## src/rtl/core/mpdt_pkg.sv

```systemverilog
package mpdt_pkg;

	localparam int CFG_INDEX_BITS = 8;
	localparam int REG_BITS       = 10;

	localparam logic [CFG_INDEX_BITS-1:0] REG_MAX_X = 8'd0;
	localparam logic [CFG_INDEX_BITS-1:0] REG_MAX_Y = 8'd1;

	localparam logic [REG_BITS-1:0] MAX_X_RST = 10'd628;
	localparam logic [REG_BITS-1:0] MAX_Y_RST = 10'd378;

	localparam int POS_X_RST = 320;
	localparam int POS_Y_RST = 200;

	localparam logic [7:0] HDR_MIN   = 8'hF8;
	localparam logic [7:0] KEY_LIMIT = 8'h80;
	localparam logic [7:0] HDR_NONE  = 8'hF8;
	localparam logic [7:0] HDR_LEFT  = 8'hF9;
	localparam logic [7:0] HDR_RIGHT = 8'hFA;
	localparam logic [7:0] HDR_BOTH  = 8'hFB;

	typedef enum logic [1:0] {
		PH_HEADER,
		PH_DX,
		PH_DY,
		PH_UNUSED
	} phase_t;

	typedef enum logic [1:0] {
		CLICK_NONE  = 2'd0,
		CLICK_LEFT  = 2'd1,
		CLICK_RIGHT = 2'd2,
		CLICK_BOTH  = 2'd3
	} click_t;

	typedef enum logic {
		KIND_BYTE   = 1'b0,
		KIND_UPDATE = 1'b1
	} kind_t;

	typedef struct packed {
		kind_t      kind;
		logic [7:0] data_byte;
	} item_t;

endpackage

```

## src/rtl/core/mpdt_if.sv

```systemverilog
interface mpdt_item_if;
	logic       valid;
	logic       ready;
	logic       kind;
	logic [7:0] data_byte;

	modport source (output valid, output kind, output data_byte, input ready);
	modport sink   (input valid, input kind, input data_byte, output ready);
endinterface

interface mpdt_result_if #(
	parameter int COORD_BITS = 10
);
	logic                  valid;
	logic                  ready;
	logic                  key_valid;
	logic [6:0]            key_code;
	logic [COORD_BITS-1:0] cursor_x;
	logic [COORD_BITS-1:0] cursor_y;
	logic [1:0]            click;

	modport source (output valid, output key_valid, output key_code, output cursor_x,
		output cursor_y, output click, input ready);
	modport sink   (input valid, input key_valid, input key_code, input cursor_x,
		input cursor_y, input click, output ready);
endinterface

interface mpdt_cfg_if;
	logic       valid;
	logic       ready;
	logic [7:0] index;
	logic [9:0] wdata;

	modport source (output valid, output index, output wdata, input ready);
	modport sink   (input valid, input index, input wdata, output ready);
endinterface

```

## src/rtl/core/mpdt_step.sv

```systemverilog
module mpdt_step
	import mpdt_pkg::*;
#(
	parameter int COORD_BITS = 10
) (
	input  logic                  clk,
	input  logic                  arst_n,
	input  logic                  en,
	input  item_t                 item,
	input  logic [REG_BITS-1:0]   max_x,
	input  logic [REG_BITS-1:0]   max_y,
	output logic                  key_valid,
	output logic [6:0]            key_code,
	output logic [COORD_BITS-1:0] cursor_x,
	output logic [COORD_BITS-1:0] cursor_y,
	output logic [1:0]            click
);

	localparam int SW = COORD_BITS + 2;
	localparam int LW = (COORD_BITS > REG_BITS) ? COORD_BITS : REG_BITS;
	localparam logic [COORD_BITS-1:0] POS_X_INIT = COORD_BITS'(POS_X_RST);
	localparam logic [COORD_BITS-1:0] POS_Y_INIT = COORD_BITS'(POS_Y_RST);

	phase_t                phase_q, phase_d;
	logic [7:0]            header_q, header_d;
	logic [7:0]            dx_q, dx_d;
	logic [7:0]            dy_q, dy_d;
	logic [COORD_BITS-1:0] pos_x_q, pos_x_d;
	logic [COORD_BITS-1:0] pos_y_q, pos_y_d;
	logic [1:0]            click_q, click_d;

	function automatic logic [COORD_BITS-1:0] clamp_axis(
		input logic [COORD_BITS-1:0] pos,
		input logic [7:0]            delta,
		input logic [REG_BITS-1:0]   maxv
	);
		logic [SW-1:0]         sum;
		logic [LW-1:0]         max_ext;
		logic [LW-1:0]         mask_ext;
		logic [COORD_BITS-1:0] lim;
		sum      = {2'b00, pos} + {{(SW-8){delta[7]}}, delta};
		max_ext  = LW'(maxv);
		mask_ext = LW'({COORD_BITS{1'b1}});
		lim      = (max_ext > mask_ext) ? {COORD_BITS{1'b1}} : COORD_BITS'(max_ext);
		if (sum[SW-1])
			return '0;
		else if (sum > {2'b00, lim})
			return lim;
		else
			return sum[COORD_BITS-1:0];
	endfunction

	always_comb begin
		phase_d   = phase_q;
		header_d  = header_q;
		dx_d      = dx_q;
		dy_d      = dy_q;
		pos_x_d   = pos_x_q;
		pos_y_d   = pos_y_q;
		click_d   = click_q;
		key_valid = 1'b0;
		key_code  = '0;
		if (item.kind == KIND_UPDATE) begin
			pos_x_d = clamp_axis(pos_x_q, dx_q, max_x);
			pos_y_d = clamp_axis(pos_y_q, dy_q, max_y);
			dx_d    = '0;
			dy_d    = '0;
			case (header_q)
				HDR_NONE:  click_d = CLICK_NONE;
				HDR_LEFT:  click_d = CLICK_LEFT;
				HDR_RIGHT: click_d = CLICK_RIGHT;
				HDR_BOTH:  click_d = CLICK_BOTH;
				default:   click_d = click_q;
			endcase
		end else begin
			case (phase_q)
				PH_HEADER: begin
					if (item.data_byte >= HDR_MIN) begin
						header_d = item.data_byte;
						phase_d  = PH_DX;
					end else if (item.data_byte < KEY_LIMIT) begin
						key_valid = 1'b1;
						key_code  = item.data_byte[6:0];
					end
				end
				PH_DX: begin
					dx_d    = item.data_byte;
					phase_d = PH_DY;
				end
				PH_DY: begin
					dy_d    = item.data_byte;
					phase_d = PH_HEADER;
				end
				default: phase_d = PH_HEADER;
			endcase
		end
		cursor_x = pos_x_d;
		cursor_y = pos_y_d;
		click    = click_d;
	end

	always_ff @(posedge clk or negedge arst_n) begin
		if (!arst_n) begin
			phase_q  <= PH_HEADER;
			header_q <= HDR_NONE;
			dx_q     <= '0;
			dy_q     <= '0;
			pos_x_q  <= POS_X_INIT;
			pos_y_q  <= POS_Y_INIT;
			click_q  <= CLICK_NONE;
		end else if (en) begin
			phase_q  <= phase_d;
			header_q <= header_d;
			dx_q     <= dx_d;
			dy_q     <= dy_d;
			pos_x_q  <= pos_x_d;
			pos_y_q  <= pos_y_d;
			click_q  <= click_d;
		end
	end

	a_update_clears_deltas: assert property (@(posedge clk) disable iff (!arst_n)
		en && item.kind == KIND_UPDATE |=> dx_q == '0 && dy_q == '0)
		else $error("deltas not cleared after update");

	a_header_starts_packet: assert property (@(posedge clk) disable iff (!arst_n)
		en && item.kind == KIND_BYTE && phase_q == PH_HEADER && item.data_byte >= HDR_MIN
		|=> phase_q == PH_DX && header_q == $past(item.data_byte))
		else $error("header did not start a packet");

	a_phase_reachable: assert property (@(posedge clk) disable iff (!arst_n)
		phase_q != PH_UNUSED)
		else $error("packet phase reached unused code");

endmodule

```

## src/rtl/core/mouse_packet_decoder_tracker.sv

```systemverilog
// An accepted item waits in the input register, and its result is registered
// into the output register. One item per cycle while results are taken; while
// a result waits, a new item enters only an empty input register.
// Reset (arst_n low): cursor 320,200, click 0, no packet in progress,
// maxima 628 and 378, both stages empty.
module mouse_packet_decoder_tracker
	import mpdt_pkg::*;
#(
	parameter int COORD_BITS = 10
) (
	input  logic         clk,
	input  logic         arst_n,
	mpdt_item_if.sink    item_in,
	mpdt_result_if.source result_out,
	mpdt_cfg_if.sink     cfg
);

	logic                  valid_s1;
	item_t                 item_s1;
	logic                  valid_s2;
	logic                  key_valid_s2;
	logic [6:0]            key_code_s2;
	logic [COORD_BITS-1:0] cursor_x_s2;
	logic [COORD_BITS-1:0] cursor_y_s2;
	logic [1:0]            click_s2;

	logic [REG_BITS-1:0]   max_x_q;
	logic [REG_BITS-1:0]   max_y_q;

	logic                  advance;
	logic                  step_en;
	logic                  key_valid_c;
	logic [6:0]            key_code_c;
	logic [COORD_BITS-1:0] cursor_x_c;
	logic [COORD_BITS-1:0] cursor_y_c;
	logic [1:0]            click_c;

	assign advance       = !valid_s2 || result_out.ready;
	assign step_en       = valid_s1 && advance;
	assign item_in.ready = !valid_s1 || advance;
	assign cfg.ready     = 1'b1;

	always_ff @(posedge clk or negedge arst_n) begin
		if (!arst_n) begin
			max_x_q <= MAX_X_RST;
			max_y_q <= MAX_Y_RST;
		end else if (cfg.valid) begin
			case (cfg.index)
				REG_MAX_X: max_x_q <= cfg.wdata;
				REG_MAX_Y: max_y_q <= cfg.wdata;
				default: ;
			endcase
		end
	end

	always_ff @(posedge clk or negedge arst_n) begin
		if (!arst_n) begin
			valid_s1 <= 1'b0;
		end else if (item_in.ready) begin
			valid_s1 <= item_in.valid;
		end
	end

	always_ff @(posedge clk) begin
		if (item_in.valid && item_in.ready) begin
			item_s1.kind      <= kind_t'(item_in.kind);
			item_s1.data_byte <= item_in.data_byte;
		end
	end

	mpdt_step #(
		.COORD_BITS(COORD_BITS)
	) u_step (
		.clk      (clk),
		.arst_n   (arst_n),
		.en       (step_en),
		.item     (item_s1),
		.max_x    (max_x_q),
		.max_y    (max_y_q),
		.key_valid(key_valid_c),
		.key_code (key_code_c),
		.cursor_x (cursor_x_c),
		.cursor_y (cursor_y_c),
		.click    (click_c)
	);

	always_ff @(posedge clk or negedge arst_n) begin
		if (!arst_n) begin
			valid_s2 <= 1'b0;
		end else if (advance) begin
			valid_s2 <= valid_s1;
		end
	end

	// hold the result until the transaction completes
	always_ff @(posedge clk) begin
		if (step_en) begin
			key_valid_s2 <= key_valid_c;
			key_code_s2  <= key_code_c;
			cursor_x_s2  <= cursor_x_c;
			cursor_y_s2  <= cursor_y_c;
			click_s2     <= click_c;
		end
	end

	assign result_out.valid     = valid_s2;
	assign result_out.key_valid = key_valid_s2;
	assign result_out.key_code  = key_code_s2;
	assign result_out.cursor_x  = cursor_x_s2;
	assign result_out.cursor_y  = cursor_y_s2;
	assign result_out.click     = click_s2;

endmodule

```

## src/flat_wrapper.sv

```systemverilog
// flat-port wrapper written by rule: the top's interface ports become plain ports
module mouse_packet_decoder_tracker_flat import mpdt_pkg::*;
#(
	parameter int COORD_BITS = 10
)
  (clk, arst_n, item_in_valid, item_in_kind, item_in_data_byte, item_in_ready, result_out_valid, result_out_key_valid, result_out_key_code, result_out_cursor_x, result_out_cursor_y, result_out_click, result_out_ready, cfg_valid, cfg_index, cfg_wdata, cfg_ready);
  mpdt_item_if item_in_i ();
  mpdt_result_if #(.COORD_BITS(COORD_BITS)) result_out_i ();
  mpdt_cfg_if cfg_i ();
  input  logic clk;
  input  logic arst_n;
  input wire logic [$bits(item_in_i.valid)-1:0] item_in_valid;
  input wire logic [$bits(item_in_i.kind)-1:0] item_in_kind;
  input wire logic [$bits(item_in_i.data_byte)-1:0] item_in_data_byte;
  output wire logic [$bits(item_in_i.ready)-1:0] item_in_ready;
  output wire logic [$bits(result_out_i.valid)-1:0] result_out_valid;
  output wire logic [$bits(result_out_i.key_valid)-1:0] result_out_key_valid;
  output wire logic [$bits(result_out_i.key_code)-1:0] result_out_key_code;
  output wire logic [$bits(result_out_i.cursor_x)-1:0] result_out_cursor_x;
  output wire logic [$bits(result_out_i.cursor_y)-1:0] result_out_cursor_y;
  output wire logic [$bits(result_out_i.click)-1:0] result_out_click;
  input wire logic [$bits(result_out_i.ready)-1:0] result_out_ready;
  input wire logic [$bits(cfg_i.valid)-1:0] cfg_valid;
  input wire logic [$bits(cfg_i.index)-1:0] cfg_index;
  input wire logic [$bits(cfg_i.wdata)-1:0] cfg_wdata;
  output wire logic [$bits(cfg_i.ready)-1:0] cfg_ready;
  assign item_in_i.valid = item_in_valid;
  assign item_in_i.kind = item_in_kind;
  assign item_in_i.data_byte = item_in_data_byte;
  assign item_in_ready = item_in_i.ready;
  assign result_out_valid = result_out_i.valid;
  assign result_out_key_valid = result_out_i.key_valid;
  assign result_out_key_code = result_out_i.key_code;
  assign result_out_cursor_x = result_out_i.cursor_x;
  assign result_out_cursor_y = result_out_i.cursor_y;
  assign result_out_click = result_out_i.click;
  assign result_out_i.ready = result_out_ready;
  assign cfg_i.valid = cfg_valid;
  assign cfg_i.index = cfg_index;
  assign cfg_i.wdata = cfg_wdata;
  assign cfg_ready = cfg_i.ready;
  mouse_packet_decoder_tracker #(.COORD_BITS(COORD_BITS)) u_core (.clk(clk), .arst_n(arst_n), .item_in(item_in_i), .result_out(result_out_i), .cfg(cfg_i));
endmodule
```

## config.mk

```make
export PLATFORM = sky130hd
export DESIGN_NAME = mouse_packet_decoder_tracker_flat
export DESIGN_NICKNAME = d
export VERILOG_FILES = /design/src/rtl/core/mpdt_pkg.sv /design/src/rtl/core/mpdt_if.sv /design/src/rtl/core/mpdt_step.sv /design/src/rtl/core/mouse_packet_decoder_tracker.sv /design/src/flat_wrapper.sv
export SDC_FILE = /design/constraint.sdc
export NUM_CORES = 1
export LEC_CHECK = 0
export BUFFER_PORTS_ARGS = -buffer_cell sky130_fd_sc_hd__buf_2
export CAP_MARGIN = 20
export CORE_UTILIZATION = 35
export DETAILED_ROUTE_END_ITERATION = 16
export PLACE_DENSITY = 0.52
export SYNTH_ARGS = -nofsm -noshare
export SYNTH_HDL_FRONTEND = slang
export SYNTH_SLANG_ARGS = --single-unit
```

## constraint.sdc

```tcl
create_clock -name clk -period 4 [get_ports clk]
set_input_delay 1.2 -clock clk [delete_from_list [all_inputs] [get_ports clk]]
set_output_delay 1.2 -clock clk [all_outputs]
set_load 0.05 [all_outputs]
```

==> results.txt, run 1 <==
status - finished, final reports clean
area of the die - 0.0184 mm^2
Sinks on Clock Net - 109
Cell Area, Synth - 0.00626 mm^2
total routing usage reported by global routing - 0.186
sequential share of the synthesized area - 0.471
minimum hold slack - 0.500 ns
Async SR Flop Fraction - 0.642
Synth warnings - 0
P_leak - 3.18 nW
Placer Congestion - 0.870
Rel. slew slack - 0.331
Synth cell types - 67
Yosys reg bits - 109
antenna violations before repair - 0
Mapped Avg Cell Area - 10.3 um^2
Vias - 4800
largest net degree at the start of global routing - 71
PwrDens - 677 mW/mm^2
WL per Instance - 18.2 um
hold path depth - 1
final hold violations - 0
Critical Path RT - 4.09 ns
clock root cell - clkbuf_16
Die H - 136 um
total gr overflow - 0
DRT iter0 DRCs - 276
setup TNS - 0 ns
Worst Max-Slew Pin Slew - 0.994 ns
Peak supply drop - 0.981 mV
crit path kind - flop to flop
R2R Setup Slk - 0.19 ns
area grow syn2layout - 14.0%
most frequent cells in the layout - nand2_1, buf_2, dfrtp_1
worst min-delay path class - flop to flop
syn nets - 682
crit path max fanout - 10
Clock Path Buffers - 2
CP Launch Type - flop
post-synthesis cell count - 606
Worst Hold End - u_core.u_step.header_q[3]$_DFFE_PN1P_
Main synth FF type - dfrtp_1
final core utilization - 0.411
Routed Antenna Nets - 0
fmax - 262 MHz
max_cap viols - 0
crit end category - flop
Layout Nets - 738
IO Count - 65
fin area - 0.00713 mm^2
# hold bufs at CTS - 0
DP HPWL - 12000 um
r2r endpoint - u_core.result_out.cursor_x[9]$_DFFE_PP_
Reg2Reg Depth - 14
Initial Utilization - 0.361
Post-synth EDFFs - 39
Setup-failing EPs final - 0
Worst-path clk slew - 0.08 ns
Worst Hold Launch - u_core.u_step.header_q[3]$_DFFE_PN1P_
antenna fix cells - 0
Die W - 136 um
layout cells sized above 1 - 0.216
Num CTS Buffers - 9
post-CTS sizing - 0
global-route wire length before repair - 26000 um
drt drc - 0
clock skew - 0.00701 ns
Post-CTS Setup Bufs - 0
launching point of the worst reg2reg path - u_core.u_step.pos_x_q[0]$_DFFE_PN0P_
crit share post-route - 0.953
worst path arrival time - 3.90 ns
number of global-route vias before repair - 4835
vias per inst - 5.38
Slew Viols, Final - 0
most common cell after layout, fill and taps aside - nand2_1
Routed Wire Length - 16200 um
drt first pass iters - 4
CTS tree - yes
num rows - 48
core region area - 0.0174 mm^2
fin crit period - 3.81 ns
count of input and output buffers - 63
placed instance area - 0.00680 mm^2
H-tree Lvls - 3
Worst-Skew Late Latency - 0.36 ns
## cell usage after synthesis (3+ instances only)
| library cell | n | share of area |
|---|---|---|
| a211o_1 | 4 | 0.0056 |
| a211oi_1 | 4 | 0.0048 |
| a21o_1 | 11 | 0.013 |
| a21oi_1 | 14 | 0.011 |
| a221o_1 | 14 | 0.022 |
| a31oi_1 | 3 | 0.0030 |
| and2_1 | 9 | 0.0090 |
| and3_1 | 3 | 0.0030 |
| buf_6 | 3 | 0.0054 |
| clkbuf_1 | 22 | 0.013 |
| dfrtp_1 | 49 | 0.20 |
| dfstp_2 | 21 | 0.088 |
| edfxtp_1 | 39 | 0.19 |
| ha_1 | 42 | 0.084 |
| inv_1 | 46 | 0.028 |
| mux2_2 | 17 | 0.031 |
| nand2_1 | 77 | 0.046 |
| nand2b_1 | 11 | 0.011 |
| nand3_1 | 10 | 0.0080 |
| nand4_1 | 5 | 0.0050 |
| nor2_1 | 21 | 0.013 |
| nor2b_1 | 6 | 0.0060 |
| nor3_1 | 9 | 0.0072 |
| nor4_1 | 10 | 0.010 |
| nor4_2 | 4 | 0.0080 |
| o2111ai_1 | 3 | 0.0042 |
| o211ai_1 | 17 | 0.020 |
| o21a_1 | 11 | 0.013 |
| o21ai_0 | 41 | 0.033 |
| o21ai_1 | 7 | 0.0056 |
| o221ai_1 | 10 | 0.014 |
| o311ai_1 | 7 | 0.0098 |
| o32ai_1 | 4 | 0.0056 |
| xnor2_1 | 11 | 0.015 |
## how the worst max path moves through the flow
stage	start	endpoint	cells past startpoint
3_5_place_dp	u_core.u_step.pos_y_q[6]$_DFFE_PN1P_	u_core.result_out.cursor_y[1]$_DFFE_PP_	14
5_1_grt	u_core.u_step.pos_x_q[0]$_DFFE_PN0P_	u_core.result_out.cursor_x[0]$_DFFE_PP_	14
2_1_floorplan	u_core.u_step.pos_y_q[6]$_DFFE_PN1P_	u_core.result_out.cursor_y[3]$_DFFE_PP_	15
3_3_place_gp	u_core.u_step.dx_q[0]$_DFFE_PN0P_	u_core.result_out.cursor_x[0]$_DFFE_PP_	14
4_1_cts	u_core.u_step.pos_y_q[6]$_DFFE_PN1P_	u_core.result_out.cursor_y[1]$_DFFE_PP_	14
6_report	u_core.u_step.pos_x_q[0]$_DFFE_PN0P_	u_core.result_out.cursor_x[9]$_DFFE_PP_	14
## through the flow
stage	instances	total power, mW	setup WS (ns)
floorplan	606	3.29	0.583
global placement	876	3.84	0.146
detailed placement	876	3.88	0.110
CTS	892	4.84	0.0703
global route	892	5.15	-0.0151
finish	892	4.83	0.190
## worst max-delay path, cell delays in order, from the launching register on
cell       delay, ns
dfrtp_1         0.38
ha_1            0.21
inv_1           0.07
fa_1            0.40
nor2b_1         0.19
o31a_1          0.23
o21ai_0         0.15
xnor2_1         0.35
ha_1            0.32
a211oi_1        0.22
o21ai_0         0.18
o21a_2          0.34
buf_4           0.19
o2111ai_1       0.17
o221ai_1        0.14
## final cells by class
type	instances	area (um^2)
multi-input combinational	420	3000
inverter	48	180
tap	225	282
clock inverter	6	76.3
timing repair buffer	74	398
clock buffer	10	250
fill	1724	10200
sequential	109	2950
## logic make-up after synthesis
logic type,synth area share
xor+xnor,0.0182
buf+inv,0.0508
flops,0.471
fa+ha+maj,0.0904
compound gates,0.195
other cells,0.000599
simple gates,0.142
mux,0.0322
## state kept, by name (all words and copies together), names as in the netlist, 2 cells and up
register and cells:
u_core.u_step.phase_q 2, u_core.result_out.click 2, u_core.max_y_q 10, u_core.u_step.pos_x_q 10, u_core.u_step.dx_q 8, u_core.u_step.click_q 2
u_core.result_out.cursor_y 10, u_core.u_step.pos_y_q 10, u_core.u_step.dy_q 8, u_core.result_out.cursor_x 10, u_core.max_x_q 10, u_core.item_s1 9
u_core.result_out.key_code 7, u_core.u_step.header_q 8
## power breakdown
part           switching, mW  internal, mW
clock network          0.457         0.485
registers              0.152          1.44
logic                   1.50         0.794
total                   2.10          2.72
## metal layers
metal  up-vias  track usage  routed length, um
met5         -            0                  0
met2        69        0.298               7720
met1      2359        0.253               7690
met3        18       0.0296                506
met4         0       0.0655                294
li1       2354            -                  -
Power figures use the tool's default switching activity.
==> run 2: changes to the inputs <==
--- a/config.mk
+++ b/config.mk
@@ -10,6 +10,8 @@
 export CORE_UTILIZATION = 35
 export DETAILED_ROUTE_END_ITERATION = 16
 export PLACE_DENSITY = 0.52
+export SKIP_LAST_GASP = 1
 export SYNTH_ARGS = -nofsm -noshare
 export SYNTH_HDL_FRONTEND = slang
+export SYNTH_HIERARCHICAL = 1
 export SYNTH_SLANG_ARGS = --single-unit
==> run 2 against run 1 <==
Hold slack got worse by 0.0065 ns. Synthesized cell count decreased by 16%. First-iteration DRC count decreased by 0.36%. Sequential power increased by 6%. Flip-flop and latch count unchanged. Cell count decreased by 7.5%. Largest cell class unchanged. Largest power group unchanged.
==> results.txt, run 2 <==
final hold violations - 0 (unchanged)
area grow syn2layout - 24.8%
internal power - 3.71 mW (+36%)
crit path kind - flop to flop
CP Launch Type - flop
Cell Area, Synth - 0.00598 mm^2 (-4.5%)
crit share post-route - 0.984 (+0.0318)
syn nets - 585 (-14%)
Slew Viols, Final - 0 (unchanged)
crit path max fanout - 7 (-3)
largest net degree at the start of global routing - 42 (-41%)
worst min-delay path class - flop to flop
Yosys reg bits - 109 (unchanged)
Mapped Avg Cell Area - 11.7 um^2 (+14%)
global-route wire length before repair - 23700 um (-8.8%)
GRT Max-Usage Layer - met2
WL per Instance - 18.3 um (+0.46%)
Main synth FF type - dfrtp_1
share of the synthesized area in the top cell type - 0.205 (+0.00919)
total routing usage reported by global routing - 0.174 (-0.0120)
post-synthesis cell count - 509 (-16%)
total gr overflow - 0 (unchanged)
Layout Nets - 676 (-8.4%)
Async SR Flop Fraction - 0.642 (unchanged)
sequential share of power - 0.266 (-0.065)
Worst Path Buf+Inv - 2 (unchanged)
DRT iter0 DRCs - 275 (-0.36%)
drt drc - 0 (unchanged)
# hold bufs at CTS - 0 (unchanged)
Die H - 133 um (-2.2%)
CP delay by family, top - compound AO/OA/AOI/OAI gates
setup TNS - 0 ns (unchanged)
Peak supply drop - 0.345 mV (-65%)
Reg2Reg Depth - 18 (+4)
antenna fix cells - 0 (unchanged)
count of input and output buffers - 63 (unchanged)
Worst Max-Slew Pin Slew - 1.26 ns (+0.264 ns)
Placed Cells - 796 (-9.1%)
GRT met2 Usage - 0.288 (-0.0105)
hold path depth - 1 (unchanged)
crit path cell chain - ha_2 > inv_2 > fa_2 > nor2b_4 > o21bai_4 > a21oi_2 > a21oi_2 > xnor2_2 > ha_1 > nand2_2 > nor3_2 > o21ai_1 > a31oi_1 > and2b_1 > a21oi_4 > buf_12 > mux2_4 > a31o_4
core region area - 0.0166 mm^2 (-4.1%)
clock skew - 0.0151 ns (+0.00808 ns)
Worst-Skew Late Latency - 0.36 ns (about the same)
area of the die - 0.0176 mm^2 (-4.4%)
critical path depth - 18 (+4)
Synth warnings - 6 (+6)
Routed Wire Length - 15100 um (-7.1%)
num rows - 47 (-2.1%)
Max stage delay on crit path - 0.39 ns (about the same)
Rel. slew slack - 0.159 (-0.173)
Gate power share - 0.593 (+0.119)
post-synth top area cell - dfrtp_1
CTS tree - yes
vias per inst - 5.23 (-2.8%)
most frequent cells in the layout - buf_2, dfrtp_1, edfxtp_1
Switching Share - 0.416 (-0.0197)
H-tree Lvls - 3 (unchanged)
most used cell, CP - a21oi_2
GR Util met1 - 0.230 (-0.0225)
Synth cell types - 62 (-7.5%)
clock root cell - clkbuf_16
Synth area leaders - dfrtp_1, edfxtp_1, dfstp_2
max_cap viols - 0 (unchanged)
Routed Antenna Nets - 0 (unchanged)
met3 Use GR - 0.0375 (+0.00799)
cell with the most instances after synthesis - dfrtp_1
fin crit period - 3.94 ns (+0.127 ns)
Worst path slowest cell - fa_2
total power - 6.36 mW (+32%)
number of global-route vias before repair - 4391 (-9.2%)
status - finished, final reports clean
commonest cells in the netlist - dfrtp_1, ha_1, edfxtp_1, inv_1, mux2_2
clock share of power - 0.141 (-0.054)
Clock Path Buffers - 2 (unchanged)
Die W - 133 um (-2.2%)
Worst-path clk slew - 0.08 ns (about the same)
P_leak - 3.18 nW (-0.12%)
PwrDens - 853 mW/mm^2 (+26%)
drt first pass iters - 4 (unchanged)
DP HPWL - 10500 um (-13%)
Num CTS Buffers - 9 (unchanged)
RSZ-0062 raised after global routing - true
fmax - 254 MHz (-3.2%)
Placer Congestion - 0.844 (-3.0%)
sequential share of the synthesized area - 0.493 (+0.0221)
Setup WS pre-CTS - -0.0770 ns (-0.187 ns)
Setup-failing EPs final - 0 (unchanged)
non-filler instance count after layout - 825 (-7.5%)
most common cell after layout, fill and taps aside - buf_2
Initial Utilization - 0.359 (-0.00136)
Sinks on Clock Net - 109 (unchanged)
layout cells sized above 1 - 0.387 (+0.171)
IO Count - 65 (unchanged)
worst path arrival time - 4.05 ns (+0.15 ns)
Vias - 4317 (-10%)
Critical Path RT - 4.11 ns (+0.02 ns)
Post-synth EDFFs - 39 (unchanged)
Psw - 2.65 mW (+26%)
fin worst setup slack - 0.0623 ns (-0.127 ns)
crit end category - flop
antenna violations before repair - 0 (unchanged)
fillers - 1556 (-9.7%)
-- run 2: power by group through the flow --
| stage | registers [mW] | logic, mW | clock network [mW] |
|---|---|---|---|
| floorplan | 1.85 | 1.94 | 0 |
| global placement | 1.69 | 2.83 | 0 |
| detailed placement | 1.69 | 2.86 | 0 |
| CTS | 1.67 | 3.04 | 0.927 |
| global route | 1.72 | 4.09 | 0.968 |
| finish | 1.69 | 3.77 | 0.898 |
-- run 2: layout make-up --
cell class	count	area, um^2	area share
flip-flops and latches	109	2950	0.396
multi-input cells	348	3230	0.432
inverters	37	139	0.0186
clock buffers	10	229	0.0307
well taps	220	275	0.0369
clock inverters	6	63.8	0.00855
repair buffers	95	573	0.0768
-- run 2: path summary, 6_finish.rpt --
check,from,to,slack [ns]
setup / recovery,u_core/u_step/pos_y_q[0]$_DFFE_PN0P_,u_core/result_out.cursor_y[3]$_DFFE_PP_,0.06
hold / removal,u_core/valid_s1$_DFFE_PN0P_,u_core/result_out.valid$_DFFE_PN0P_,0.49
setup reg to reg,u_core/u_step/pos_y_q[0]$_DFFE_PN0P_,u_core/result_out.cursor_y[3]$_DFFE_PP_,0.06
hold reg to reg,u_core/valid_s1$_DFFE_PN0P_,u_core/result_out.valid$_DFFE_PN0P_,0.49
max in group asynchronous,arst_n,u_core/u_step/pos_y_q[3]$_DFFE_PN1P_,2.23
min in group asynchronous,arst_n,u_core/u_step/pos_x_q[7]$_DFFE_PN0P_,0.85
-- run 2: timing repair --
action                                  4_1_cts  5_1_grt
endpoints found under the setup margin       10       40
pin swaps                                     3       30
cloned                                        0        0
resized for setup                             6       70
setup buffers                                 3       10
-- run 2: routing by layer --
metal / vias to the layer above / part of all wire
met5: - / 0
met4: 0 / 0.011
met3: 16 / 0.031
met2: 80 / 0.50
met1: 2163 / 0.46
li1: 2058 / -
-- run 2: logic make-up (layout without fill, tap and decap cells) --
logic type | after synthesis | after routing | share of synthesized area
buffers and inverters | 52 | 148 | 0.0352
AND/OR/NAND/NOR | 108 | 108 | 0.104
multiplexers | 46 | 46 | 0.0839
AO/OA/AOI/OAI | 131 | 131 | 0.162
other | 1 | 1 | 0.000627
flip-flops | 109 | 109 | 0.493
XOR/XNOR | 18 | 18 | 0.0264
adder cells (fa/ha/maj) | 44 | 44 | 0.0946
-- run 2: through the flow --
stage                     hold WS, ns   util  instance area, um^2
final                           0.494  0.448                 7460
after global routing            0.523  0.448                 7460
after CTS                       0.502  0.421                 7000
after detailed placement        0.491  0.399                 6640
after global placement          0.468  0.399                 6630
after floorplan                 0.449      -                 5980
